**src/marker_length_packet_deframer_assert.svh**
```systemverilog
// Assertion macros shared by the deframer modules.
`ifndef MARKER_LENGTH_PACKET_DEFRAMER_ASSERT_SVH
`define MARKER_LENGTH_PACKET_DEFRAMER_ASSERT_SVH
`ifndef NO_ASSERTIONS
// Check a property at every clock edge outside reset.
`define MLPD_ASSERT_ALWAYS(lbl, clk, rstn, prop, msg) \
  lbl: assert property (@(posedge clk) disable iff (!rstn) (prop)) else $error(msg);
// Check that a trigger is followed by a property on the next edge.
`define MLPD_ASSERT_NEXT(lbl, clk, rstn, trig, prop, msg) \
  lbl: assert property (@(posedge clk) disable iff (!rstn) (trig) |=> (prop)) else $error(msg);
`else
`define MLPD_ASSERT_ALWAYS(lbl, clk, rstn, prop, msg)
`define MLPD_ASSERT_NEXT(lbl, clk, rstn, trig, prop, msg)
`endif
`endif

```
**src/mlpd_pkg.sv**
```systemverilog
// Package: types, constants and register codes of the packet deframer.
`timescale 1ns / 1ps
`default_nettype none
package mlpd_pkg;

  // Register defaults
  localparam logic [7:0]  BINARY_MARKER_RST   = 8'd36;
  localparam logic [31:0] TEXT_MARKER_RST     = 32'd218762506;
  localparam logic [2:0]  TEXT_MARKER_LEN_RST = 3'd4;

  // Design defaults
  localparam int MAX_MARKER_LEN_DEF = 4;
  localparam int LEN_BYTES_DEF      = 4;

  // Marker register holds four bytes, so at most three are held back
  localparam int HOLD_DEPTH = 3;

  // Result queue
  localparam int QDEPTH = 4;
  localparam int QPTR_W = 2;
  localparam int QCNT_W = 3;

  // Register indexes (paddr[3:2])
  localparam logic [1:0] REG_BINARY_MARKER   = 2'd0;
  localparam logic [1:0] REG_TEXT_MARKER     = 2'd1;
  localparam logic [1:0] REG_TEXT_MARKER_LEN = 2'd2;

  // Packet kinds
  localparam logic KIND_TEXT   = 1'b0;
  localparam logic KIND_BINARY = 1'b1;

  typedef enum logic [1:0] {
    PH_IDLE,
    PH_TEXT,
    PH_LEN,
    PH_PAYLOAD
  } mlpd_phase_t;

  typedef struct packed {
    logic [7:0]  binary_marker;
    logic [31:0] text_marker;
    logic [2:0]  text_marker_len;
  } mlpd_cfg_t;

  typedef struct packed {
    logic       pkt_kind;
    logic [7:0] out_byte;
    logic       byte_valid;
    logic       last;
  } mlpd_item_t;

endpackage
`default_nettype wire

```
**src/marker_length_packet_deframer.sv**
```systemverilog
// Top level: marker and length prefixed packet deframer with register port.
// Usage:
//   in_*   : one raw stream byte per request on in_tdata[7:0].
//   out_*  : one result per request; out_tdata[7:0] is the payload byte,
//            out_tuser[0] the packet kind (0 text, 1 binary), out_tuser[1]
//            set when the byte is payload (clear for a bare end item), and
//            out_tlast marks the end of a packet.
//   cfg_*  : register port; 0x0 binary marker, 0x4 text end marker,
//            0x8 text marker length. Write only while the stream is idle.
// The parser handles each accepted input byte and writes any result into the
// four-entry result queue, from which it is loaded into the output register
// that drives out_*. Sustained rate is one byte per cycle while the queue
// has room.
// Text bytes are held back by up to three bytes so the end marker is cut.
// Reset (synchronous, rst_n low) returns the parser to idle, empties the
// queue and restores register defaults. When the receiver stalls, results
// pile up in the queue and in_tready drops once it is full.
`timescale 1ns / 1ps
`default_nettype none
module marker_length_packet_deframer #(
  parameter int MAX_MARKER_LEN = mlpd_pkg::MAX_MARKER_LEN_DEF,
  parameter int LEN_BYTES      = mlpd_pkg::LEN_BYTES_DEF
) (
  input  wire         clk,
  input  wire         rst_n,
  input  wire         in_tvalid,
  output logic        in_tready,
  input  wire  [7:0]  in_tdata,     // [7:0] in_byte
  output logic        out_tvalid,
  input  wire         out_tready,
  output logic [7:0]  out_tdata,    // [7:0] out_byte
  output logic [1:0]  out_tuser,    // [0] pkt_kind, [1] byte_valid
  output logic        out_tlast,
  input  wire         cfg_psel,
  input  wire         cfg_penable,
  input  wire         cfg_pwrite,
  input  wire  [3:0]  cfg_paddr,
  input  wire  [31:0] cfg_pwdata,
  output logic [31:0] cfg_prdata,
  output logic        cfg_pready
);

  mlpd_pkg::mlpd_cfg_t  cfg_r;
  mlpd_pkg::mlpd_item_t push_item, q_item, out_item;
  logic                 push, pop, q_full, q_empty, in_accept, wr_en;

  // Register port
  assign cfg_pready = 1'b1;
  assign wr_en      = cfg_psel && cfg_penable && cfg_pwrite && cfg_pready;

  always_ff @(posedge clk) begin
    if (!rst_n) begin
      cfg_r.binary_marker   <= mlpd_pkg::BINARY_MARKER_RST;
      cfg_r.text_marker     <= mlpd_pkg::TEXT_MARKER_RST;
      cfg_r.text_marker_len <= mlpd_pkg::TEXT_MARKER_LEN_RST;
    end else if (wr_en) begin
      case (cfg_paddr[3:2])
        mlpd_pkg::REG_BINARY_MARKER:   cfg_r.binary_marker   <= cfg_pwdata[7:0];
        mlpd_pkg::REG_TEXT_MARKER:     cfg_r.text_marker     <= cfg_pwdata;
        mlpd_pkg::REG_TEXT_MARKER_LEN: cfg_r.text_marker_len <= cfg_pwdata[2:0];
        default: ;
      endcase
    end
  end

  // Read back
  always_comb begin
    case (cfg_paddr[3:2])
      mlpd_pkg::REG_BINARY_MARKER:   cfg_prdata = {24'd0, cfg_r.binary_marker};
      mlpd_pkg::REG_TEXT_MARKER:     cfg_prdata = cfg_r.text_marker;
      mlpd_pkg::REG_TEXT_MARKER_LEN: cfg_prdata = {29'd0, cfg_r.text_marker_len};
      default:                       cfg_prdata = 32'd0;
    endcase
  end

  // Take a byte whenever the queue has room
  assign in_tready = !q_full;
  assign in_accept = in_tvalid && in_tready;

  mlpd_front #(
    .MAX_MARKER_LEN (MAX_MARKER_LEN),
    .LEN_BYTES      (LEN_BYTES)
  ) u_front (
    .clk       (clk),
    .rst_n     (rst_n),
    .cfg       (cfg_r),
    .in_accept (in_accept),
    .in_byte   (in_tdata),
    .push      (push),
    .push_item (push_item)
  );

  mlpd_fifo u_fifo (
    .clk       (clk),
    .rst_n     (rst_n),
    .push      (push),
    .push_item (push_item),
    .pop       (pop),
    .pop_item  (q_item),
    .full      (q_full),
    .empty     (q_empty)
  );

  mlpd_back u_back (
    .clk        (clk),
    .rst_n      (rst_n),
    .q_empty    (q_empty),
    .q_item     (q_item),
    .pop        (pop),
    .out_tready (out_tready),
    .out_tvalid (out_tvalid),
    .out_item   (out_item)
  );

  assign out_tdata = out_item.out_byte;
  assign out_tuser = {out_item.byte_valid, out_item.pkt_kind};
  assign out_tlast = out_item.last;

endmodule
`default_nettype wire

```
**src/mlpd_front.sv**
```systemverilog
// Front end: frame parser that classifies each byte and produces result requests.
`timescale 1ns / 1ps
`default_nettype none
`include "marker_length_packet_deframer_assert.svh"
module mlpd_front #(
  parameter int MAX_MARKER_LEN = mlpd_pkg::MAX_MARKER_LEN_DEF,
  parameter int LEN_BYTES      = mlpd_pkg::LEN_BYTES_DEF
) (
  input  wire                 clk,
  input  wire                 rst_n,
  input  mlpd_pkg::mlpd_cfg_t cfg,
  input  wire                 in_accept,
  input  wire [7:0]           in_byte,
  output logic                push,
  output mlpd_pkg::mlpd_item_t push_item
);

  localparam int CAP    = (MAX_MARKER_LEN < 4) ? MAX_MARKER_LEN : 4;
  localparam int LIDX_W = (LEN_BYTES > 1) ? $clog2(LEN_BYTES) : 1;

  mlpd_pkg::mlpd_phase_t phase_r, phase_nxt;
  logic [7:0]            held_r   [mlpd_pkg::HOLD_DEPTH];
  logic [7:0]            held_nxt [mlpd_pkg::HOLD_DEPTH];
  logic [1:0]            held_count_r, held_count_nxt;
  logic [31:0]           length_r, length_nxt;
  logic [LIDX_W-1:0]     lidx_r, lidx_nxt;

  logic [2:0]  mlen;
  logic [1:0]  need;
  logic [1:0]  hc;
  logic [1:0]  idx;
  logic        fill;
  logic        match;
  logic [31:0] len_acc;
  logic        len_done;
  logic        is_marker;

  // Decode marker window, match and length accumulation
  always_comb begin
    mlen = cfg.text_marker_len;
    if (mlen == 3'd0) mlen = 3'd1;
    if (32'(mlen) > CAP) mlen = 3'(CAP);
    need = 2'(mlen - 3'd1);
    hc   = (phase_r == mlpd_pkg::PH_IDLE) ? 2'd0 : held_count_r;
    fill = (hc < need);
    idx  = 2'd0;
    match = (cfg.text_marker[{need, 3'b000} +: 8] == in_byte);
    for (int i = 0; i < mlpd_pkg::HOLD_DEPTH; i++) begin
      if (i < 32'(need)) begin
        idx = 2'(hc - need + 2'(i));
        if (held_r[idx] != cfg.text_marker[8*i +: 8]) match = 1'b0;
      end
    end
    len_acc = length_r;
    for (int k = 0; k < 4; k++) begin
      if (32'(lidx_r) == k) len_acc[8*k +: 8] = length_r[8*k +: 8] | in_byte;
    end
    len_done  = (32'(lidx_r) == LEN_BYTES - 1);
    is_marker = (in_byte == cfg.binary_marker);
  end

  // Next phase
  always_comb begin
    phase_nxt = phase_r;
    if (in_accept) begin
      case (phase_r)
        mlpd_pkg::PH_IDLE: begin
          if (is_marker) phase_nxt = mlpd_pkg::PH_LEN;
          else if (!fill && match) phase_nxt = mlpd_pkg::PH_IDLE;
          else phase_nxt = mlpd_pkg::PH_TEXT;
        end
        mlpd_pkg::PH_TEXT: begin
          if (!fill && match) phase_nxt = mlpd_pkg::PH_IDLE;
        end
        mlpd_pkg::PH_LEN: begin
          if (len_done) begin
            phase_nxt = (len_acc == 32'd0) ? mlpd_pkg::PH_IDLE : mlpd_pkg::PH_PAYLOAD;
          end
        end
        mlpd_pkg::PH_PAYLOAD: begin
          if (length_r == 32'd1) phase_nxt = mlpd_pkg::PH_IDLE;
        end
        default: phase_nxt = mlpd_pkg::PH_IDLE;
      endcase
    end
  end

  // Results and datapath updates
  always_comb begin
    push           = 1'b0;
    push_item      = '0;
    held_nxt       = held_r;
    held_count_nxt = held_count_r;
    length_nxt     = length_r;
    lidx_nxt       = lidx_r;
    if (in_accept) begin
      case (phase_r)
        mlpd_pkg::PH_IDLE, mlpd_pkg::PH_TEXT: begin
          if ((phase_r == mlpd_pkg::PH_IDLE) && is_marker) begin
            length_nxt = 32'd0;
            lidx_nxt   = '0;
          end else if (fill) begin
            // Hold the byte until the window is full
            held_nxt[hc]   = in_byte;
            held_count_nxt = hc + 2'd1;
          end else if (match) begin
            // Drop the marker and close the packet
            push           = 1'b1;
            push_item      = '{mlpd_pkg::KIND_TEXT, 8'd0, 1'b0, 1'b1};
            held_count_nxt = 2'd0;
          end else if (hc == 2'd0) begin
            push           = 1'b1;
            push_item      = '{mlpd_pkg::KIND_TEXT, in_byte, 1'b1, 1'b0};
            held_count_nxt = 2'd0;
          end else begin
            // Emit the oldest held byte and advance the window
            push      = 1'b1;
            push_item = '{mlpd_pkg::KIND_TEXT, held_r[0], 1'b1, 1'b0};
            for (int i = 1; i < mlpd_pkg::HOLD_DEPTH; i++) begin
              if (i < 32'(hc)) held_nxt[i-1] = held_r[i];
            end
            held_nxt[hc - 2'd1] = in_byte;
            held_count_nxt      = hc;
          end
        end
        mlpd_pkg::PH_LEN: begin
          length_nxt = len_acc;
          lidx_nxt   = LIDX_W'(lidx_r + 1'b1);
          if (len_done) begin
            lidx_nxt = '0;
            if (len_acc == 32'd0) begin
              push      = 1'b1;
              push_item = '{mlpd_pkg::KIND_BINARY, 8'd0, 1'b0, 1'b1};
            end
          end
        end
        mlpd_pkg::PH_PAYLOAD: begin
          length_nxt = length_r - 32'd1;
          push       = 1'b1;
          push_item  = '{mlpd_pkg::KIND_BINARY, in_byte, 1'b1, (length_r == 32'd1)};
        end
        default: ;
      endcase
    end
  end

  // State registers
  always_ff @(posedge clk) begin
    if (!rst_n) begin
      phase_r      <= mlpd_pkg::PH_IDLE;
      held_count_r <= 2'd0;
      length_r     <= 32'd0;
      lidx_r       <= '0;
    end else begin
      phase_r      <= phase_nxt;
      held_count_r <= held_count_nxt;
      length_r     <= length_nxt;
      lidx_r       <= lidx_nxt;
    end
  end

  // Held text bytes
  always_ff @(posedge clk) begin
    held_r <= held_nxt;
  end

  `MLPD_ASSERT_ALWAYS(a_payload_len_nonzero, clk, rst_n,
    (phase_r != mlpd_pkg::PH_PAYLOAD) || (length_r != 32'd0), "payload phase with zero length")
  `MLPD_ASSERT_NEXT(a_end_returns_idle, clk, rst_n, push && push_item.last,
    phase_r == mlpd_pkg::PH_IDLE, "packet end did not return to idle")

endmodule
`default_nettype wire

```
**src/mlpd_fifo.sv**
```systemverilog
// Result queue between the frame parser and the output stage.
`timescale 1ns / 1ps
`default_nettype none
`include "marker_length_packet_deframer_assert.svh"
module mlpd_fifo (
  input  wire                   clk,
  input  wire                   rst_n,
  input  wire                   push,
  input  mlpd_pkg::mlpd_item_t  push_item,
  input  wire                   pop,
  output mlpd_pkg::mlpd_item_t  pop_item,
  output logic                  full,
  output logic                  empty
);

  mlpd_pkg::mlpd_item_t              mem_r [mlpd_pkg::QDEPTH];
  logic [mlpd_pkg::QPTR_W-1:0]       wr_ptr_r, rd_ptr_r;
  logic [mlpd_pkg::QCNT_W-1:0]       count_r, count_nxt;

  assign full     = (count_r == mlpd_pkg::QCNT_W'(mlpd_pkg::QDEPTH));
  assign empty    = (count_r == '0);
  assign pop_item = mem_r[rd_ptr_r];

  // Track occupancy
  always_comb begin
    count_nxt = count_r;
    if (push && !pop) count_nxt = count_r + 1'b1;
    else if (pop && !push) count_nxt = count_r - 1'b1;
  end

  // Advance pointers
  always_ff @(posedge clk) begin
    if (!rst_n) begin
      wr_ptr_r <= '0;
      rd_ptr_r <= '0;
      count_r  <= '0;
    end else begin
      if (push) wr_ptr_r <= wr_ptr_r + 1'b1;
      if (pop) rd_ptr_r <= rd_ptr_r + 1'b1;
      count_r <= count_nxt;
    end
  end

  // Store requests
  always_ff @(posedge clk) begin
    if (push) mem_r[wr_ptr_r] <= push_item;
  end

  `MLPD_ASSERT_ALWAYS(a_no_overflow, clk, rst_n, !(push && full), "push into full queue")
  `MLPD_ASSERT_ALWAYS(a_no_underflow, clk, rst_n, !(pop && empty), "pop from empty queue")

endmodule
`default_nettype wire

```
**src/mlpd_back.sv**
```systemverilog
// Back end: output register that drains the result queue onto the stream.
`timescale 1ns / 1ps
`default_nettype none
`include "marker_length_packet_deframer_assert.svh"
module mlpd_back (
  input  wire                   clk,
  input  wire                   rst_n,
  input  wire                   q_empty,
  input  mlpd_pkg::mlpd_item_t  q_item,
  output logic                  pop,
  input  wire                   out_tready,
  output logic                  out_tvalid,
  output mlpd_pkg::mlpd_item_t  out_item
);

  logic                 valid_r;
  mlpd_pkg::mlpd_item_t item_r;

  // Load when the register is free or being taken
  assign pop        = !q_empty && (!valid_r || out_tready);
  assign out_tvalid = valid_r;
  assign out_item   = item_r;

  always_ff @(posedge clk) begin
    if (!rst_n) begin
      valid_r <= 1'b0;
    end else if (!valid_r || out_tready) begin
      valid_r <= !q_empty;
    end
  end

  always_ff @(posedge clk) begin
    if (pop) item_r <= q_item;
  end

  `MLPD_ASSERT_NEXT(a_load_shows, clk, rst_n, pop, valid_r, "loaded request not presented")

endmodule
`default_nettype wire
```
**config.mk**
```make
export PLATFORM = sky130hd
export DESIGN_NAME = marker_length_packet_deframer
export DESIGN_NICKNAME = d
export VERILOG_FILES = /design/src/mlpd_pkg.sv /design/src/marker_length_packet_deframer.sv /design/src/mlpd_front.sv /design/src/mlpd_fifo.sv /design/src/mlpd_back.sv
export VERILOG_INCLUDE_DIRS = /design/src /design/src/src
export SDC_FILE = /design/constraint.sdc
export NUM_CORES = 1
export LEC_CHECK = 0
export BUFFER_PORTS_ARGS = -buffer_cell sky130_fd_sc_hd__buf_4
export CAP_MARGIN = 25
export CORE_ASPECT_RATIO = 1.2
export CORE_MARGIN = 2
export CORE_UTILIZATION = 36
export DETAILED_ROUTE_END_ITERATION = 8
export MAX_ROUTING_LAYER = met4
export SLEW_MARGIN = 20
export SYNTH_ARGS = -nofsm -noshare
export SYNTH_HDL_FRONTEND = slang
export SYNTH_SLANG_ARGS = --single-unit
```
**constraint.sdc**
```tcl
create_clock -name clk -period 5.4 [get_ports clk]
set_input_delay 1.08 -clock clk [delete_from_list [all_inputs] [get_ports clk]]
set_output_delay 1.08 -clock clk [all_outputs]
set_load 0.02 [all_outputs]
```
==> reports/qor.csv <==
stage,metric,value,unit
sta,max_freq,217,MHz
cts,cts_hold_buffers,0,
global_routing,grt_pass1_vias,7708,
yosys,syn_nets,1105,
routing,routed_wl,27.2,mm
critical_path,endpoint_kind,flip-flop,
yosys,synth.most_common_cell,nand2_1,
global_routing,grt-ovfl-total,0,
job,cap_violations,0,
yosys,synth_cells,1033,
cts,clock_path_buffers,2,
floorplanning,fp.dieArea,0.0288,mm^2
final_layout,fin_area,0.0114,mm^2
global_routing,grt_max_degree,89,
yosys,syn_area,0.00989,mm^2
critical_path,worstPathRequired,5540,ps
yosys,ys_seq_area_frac,0.420,
cts,cts.sinks,168,
sta,hold_viol_final,0,
routing,first_iter_violations,835,
sta,finalSetupViolCount,0,
critical_path,crit_arrival,4750,ps
yosys,synth_warnings,0,
pwr,leakage,0.00409,uW
cts,root_buffer,clkbuf_16,
global_routing,gr-usage-all-layers,0.199,
yosys,synth_ff_type,dfxtp_1,
place,place.gp.congestion,0.850,
yosys,synth_edf_count,79,
cts,ctsHtreeMaxLevel,4,
yosys,synth_seq_cells,168,
sta,layout_min_cycle_time,4620,ps
cts,cts-resized-gates,0,
floorplanning,start_util,0.365,
floorplanning,rows,66,
yosys,synth_top_area_share,0.240,
routing,drc_errors,0,
yosys,async_flop_share,0,
yosys,synth.distinct_cells,82,
sta,finalCritPeriodShare,0.855,
final_layout,fin_util,0.420,
cts,cts_setup_buffers,0,
hold_path,min_path_type,flip-flop to flip-flop,
routing,first_pass_iters,4,
sta,skew,15.9,ps
cts,cts_buffers,17,
final_layout,diodes,0,
sta,relSlewSlack,0.378,
critical_path,critPathMaxFanout,36,
place,dp_hpwl,18.7,mm
floorplanning,ios,97,
sta,grt_setup_unrepaired,false,
routing,dr_total_vias,7994,
cts,cts_tree,built,
global_routing,grt_pass1_wl,43.2,mm
yosys,ys_top_cells_by_area,"edfxtp_1 24%, dfxtp_1 18%, nand2_1 4.2%",
sta,worstMarginPinSlew,931,ps
pwr,power_density,368,mW/mm^2
place,io_buffers,93,
floorplanning,die_x,155,um
routing,drt-vias-per-instance,5.59,
critical_path,crit_path_start_kind,flip-flop,
floorplanning,die_h,186,um
yosys,synth.avg_cell_area,9.57,um^2
final_layout,drive_above_1_share,0.168,
cts,worstSkewPairLatency,440,ps
final_layout,syn_to_final_growth,15.1,%
yosys,synth_top_area_cell,edfxtp_1,
sta,fin_tns_setup,0,ps
yosys,netlist_top_cells_count,"111 x nand2_1, 89 x dfxtp_1, 79 x edfxtp_1",
place,placed_area,0.0108,mm^2
floorplanning,core,0.0271,mm^2
sta,report.final.slew_viol_count,0,
global_routing,antenna_found_initial,0,
final_layout,nNetsFinal,1150,
sta,whs,476,ps
pwr,ir_drop,0.244,mV
critical_path,criticalPathCategory,flip-flop to flip-flop,
cts,cts.clk_slew.worst_paths,70,ps
routing,antenna_left,0,
outcome,status,finished clean,
routing,wl_per_cell,19.0,um
-- flip-flops by register name, summed over array words and instances (netlist names), 3 cells and up --
| signal | flops |
|---|---|
| u_front.length_r | 32 |
| cfg_r | 43 |
| u_fifo.mem_r | 44 |
| u_front.held_r | 24 |
| u_back.out_item | 11 |
| u_fifo.count_r | 3 |
-- final cells by class --
cell class | instances | area, um^2
multi-input combinational | 759 | 5300
inverter | 21 | 81.3
tap | 340 | 425
fill | 2659 | 15700
clock buffer | 18 | 429
clock inverter | 14 | 151
sequential | 168 | 4150
timing repair buffer | 111 | 847
-- path summary, 6_finish.rpt --
kind,from,to,slack (ps),cells past startpoint
worst max-delay path,cfg_r[1],u_fifo.mem_r[0][6],780,16
worst min-delay path,cfg_r[28],cfg_r[28],480,2
worst max register to register,cfg_r[1],u_fifo.mem_r[0][6],780,16
worst min register to register,cfg_r[28],cfg_r[28],480,2
-- cells by family after synthesis --
group,share of synthesized area
AND/OR/NAND/NOR,0.187
AO/OA/AOI/OAI,0.187
flip-flops,0.420
buffers and inverters,0.0457
multiplexers,0.0830
XOR/XNOR,0.0487
adder cells (fa/ha/maj),0.0281
other,0.000379
-- per-layer routing --
metal	part of all wire	GRT usage	up-vias
met5	0	-	-
met4	0.022	0.0719	0
met3	0.039	0.0277	39
met2	0.51	0.333	185
met1	0.43	0.247	3900
li1	-	-	3870
-- cells in the final DEF, fill, tap and decap left out, types with 12 or more instances in the layout --
cell / count
a211oi_1: 15
a21boi_0: 36
a21oi_1: 57
a22o_1: 16
a22oi_1: 12
and2_1: 38
buf_4: 108
clkbuf_16: 17
dfxtp_1: 89
edfxtp_1: 79
ha_1: 19
inv_1: 19
mux2i_1: 34
mux4_2: 12
nand2_1: 111
nand3_1: 41
nor2_1: 52
nor2b_1: 36
nor3_1: 17
o2111ai_1: 16
o21ai_0: 54
xnor2_1: 35
xor2_1: 20
-- power breakdown --
group          switching, uW  leakage, uW  internal (uW)  total [uW]
clock                    571     0.000286            658        1230
sequential               118      0.00144           1490        1610
combinational            778      0.00237            573        1350
total                   1470      0.00409           2720        4190
-- critical path, stage by stage (launching register included) --
cell	delay [ps]
dfxtp_1	350
nor2b_4	170
nor2_8	170
inv_1	80
ha_1	440
inv_2	170
fa_1	580
buf_12	210
mux2_2	380
a22oi_1	260
xnor2_1	100
nor4_1	310
a41o_1	220
nand4_2	150
buf_4	250
o2111ai_1	230
nand3_1	210
-- stage by stage --
step                      worst slack, ps  total power (uW)  cells
after floorplan                       960              2610   1033
after global placement                592              2980   1397
after detailed placement              618              2990   1399
after CTS                             590              4220   1431
after global routing                  505              4420   1431
final                                 784              4190   1431
No activity file was read; power rests on OpenSTA's default activity.
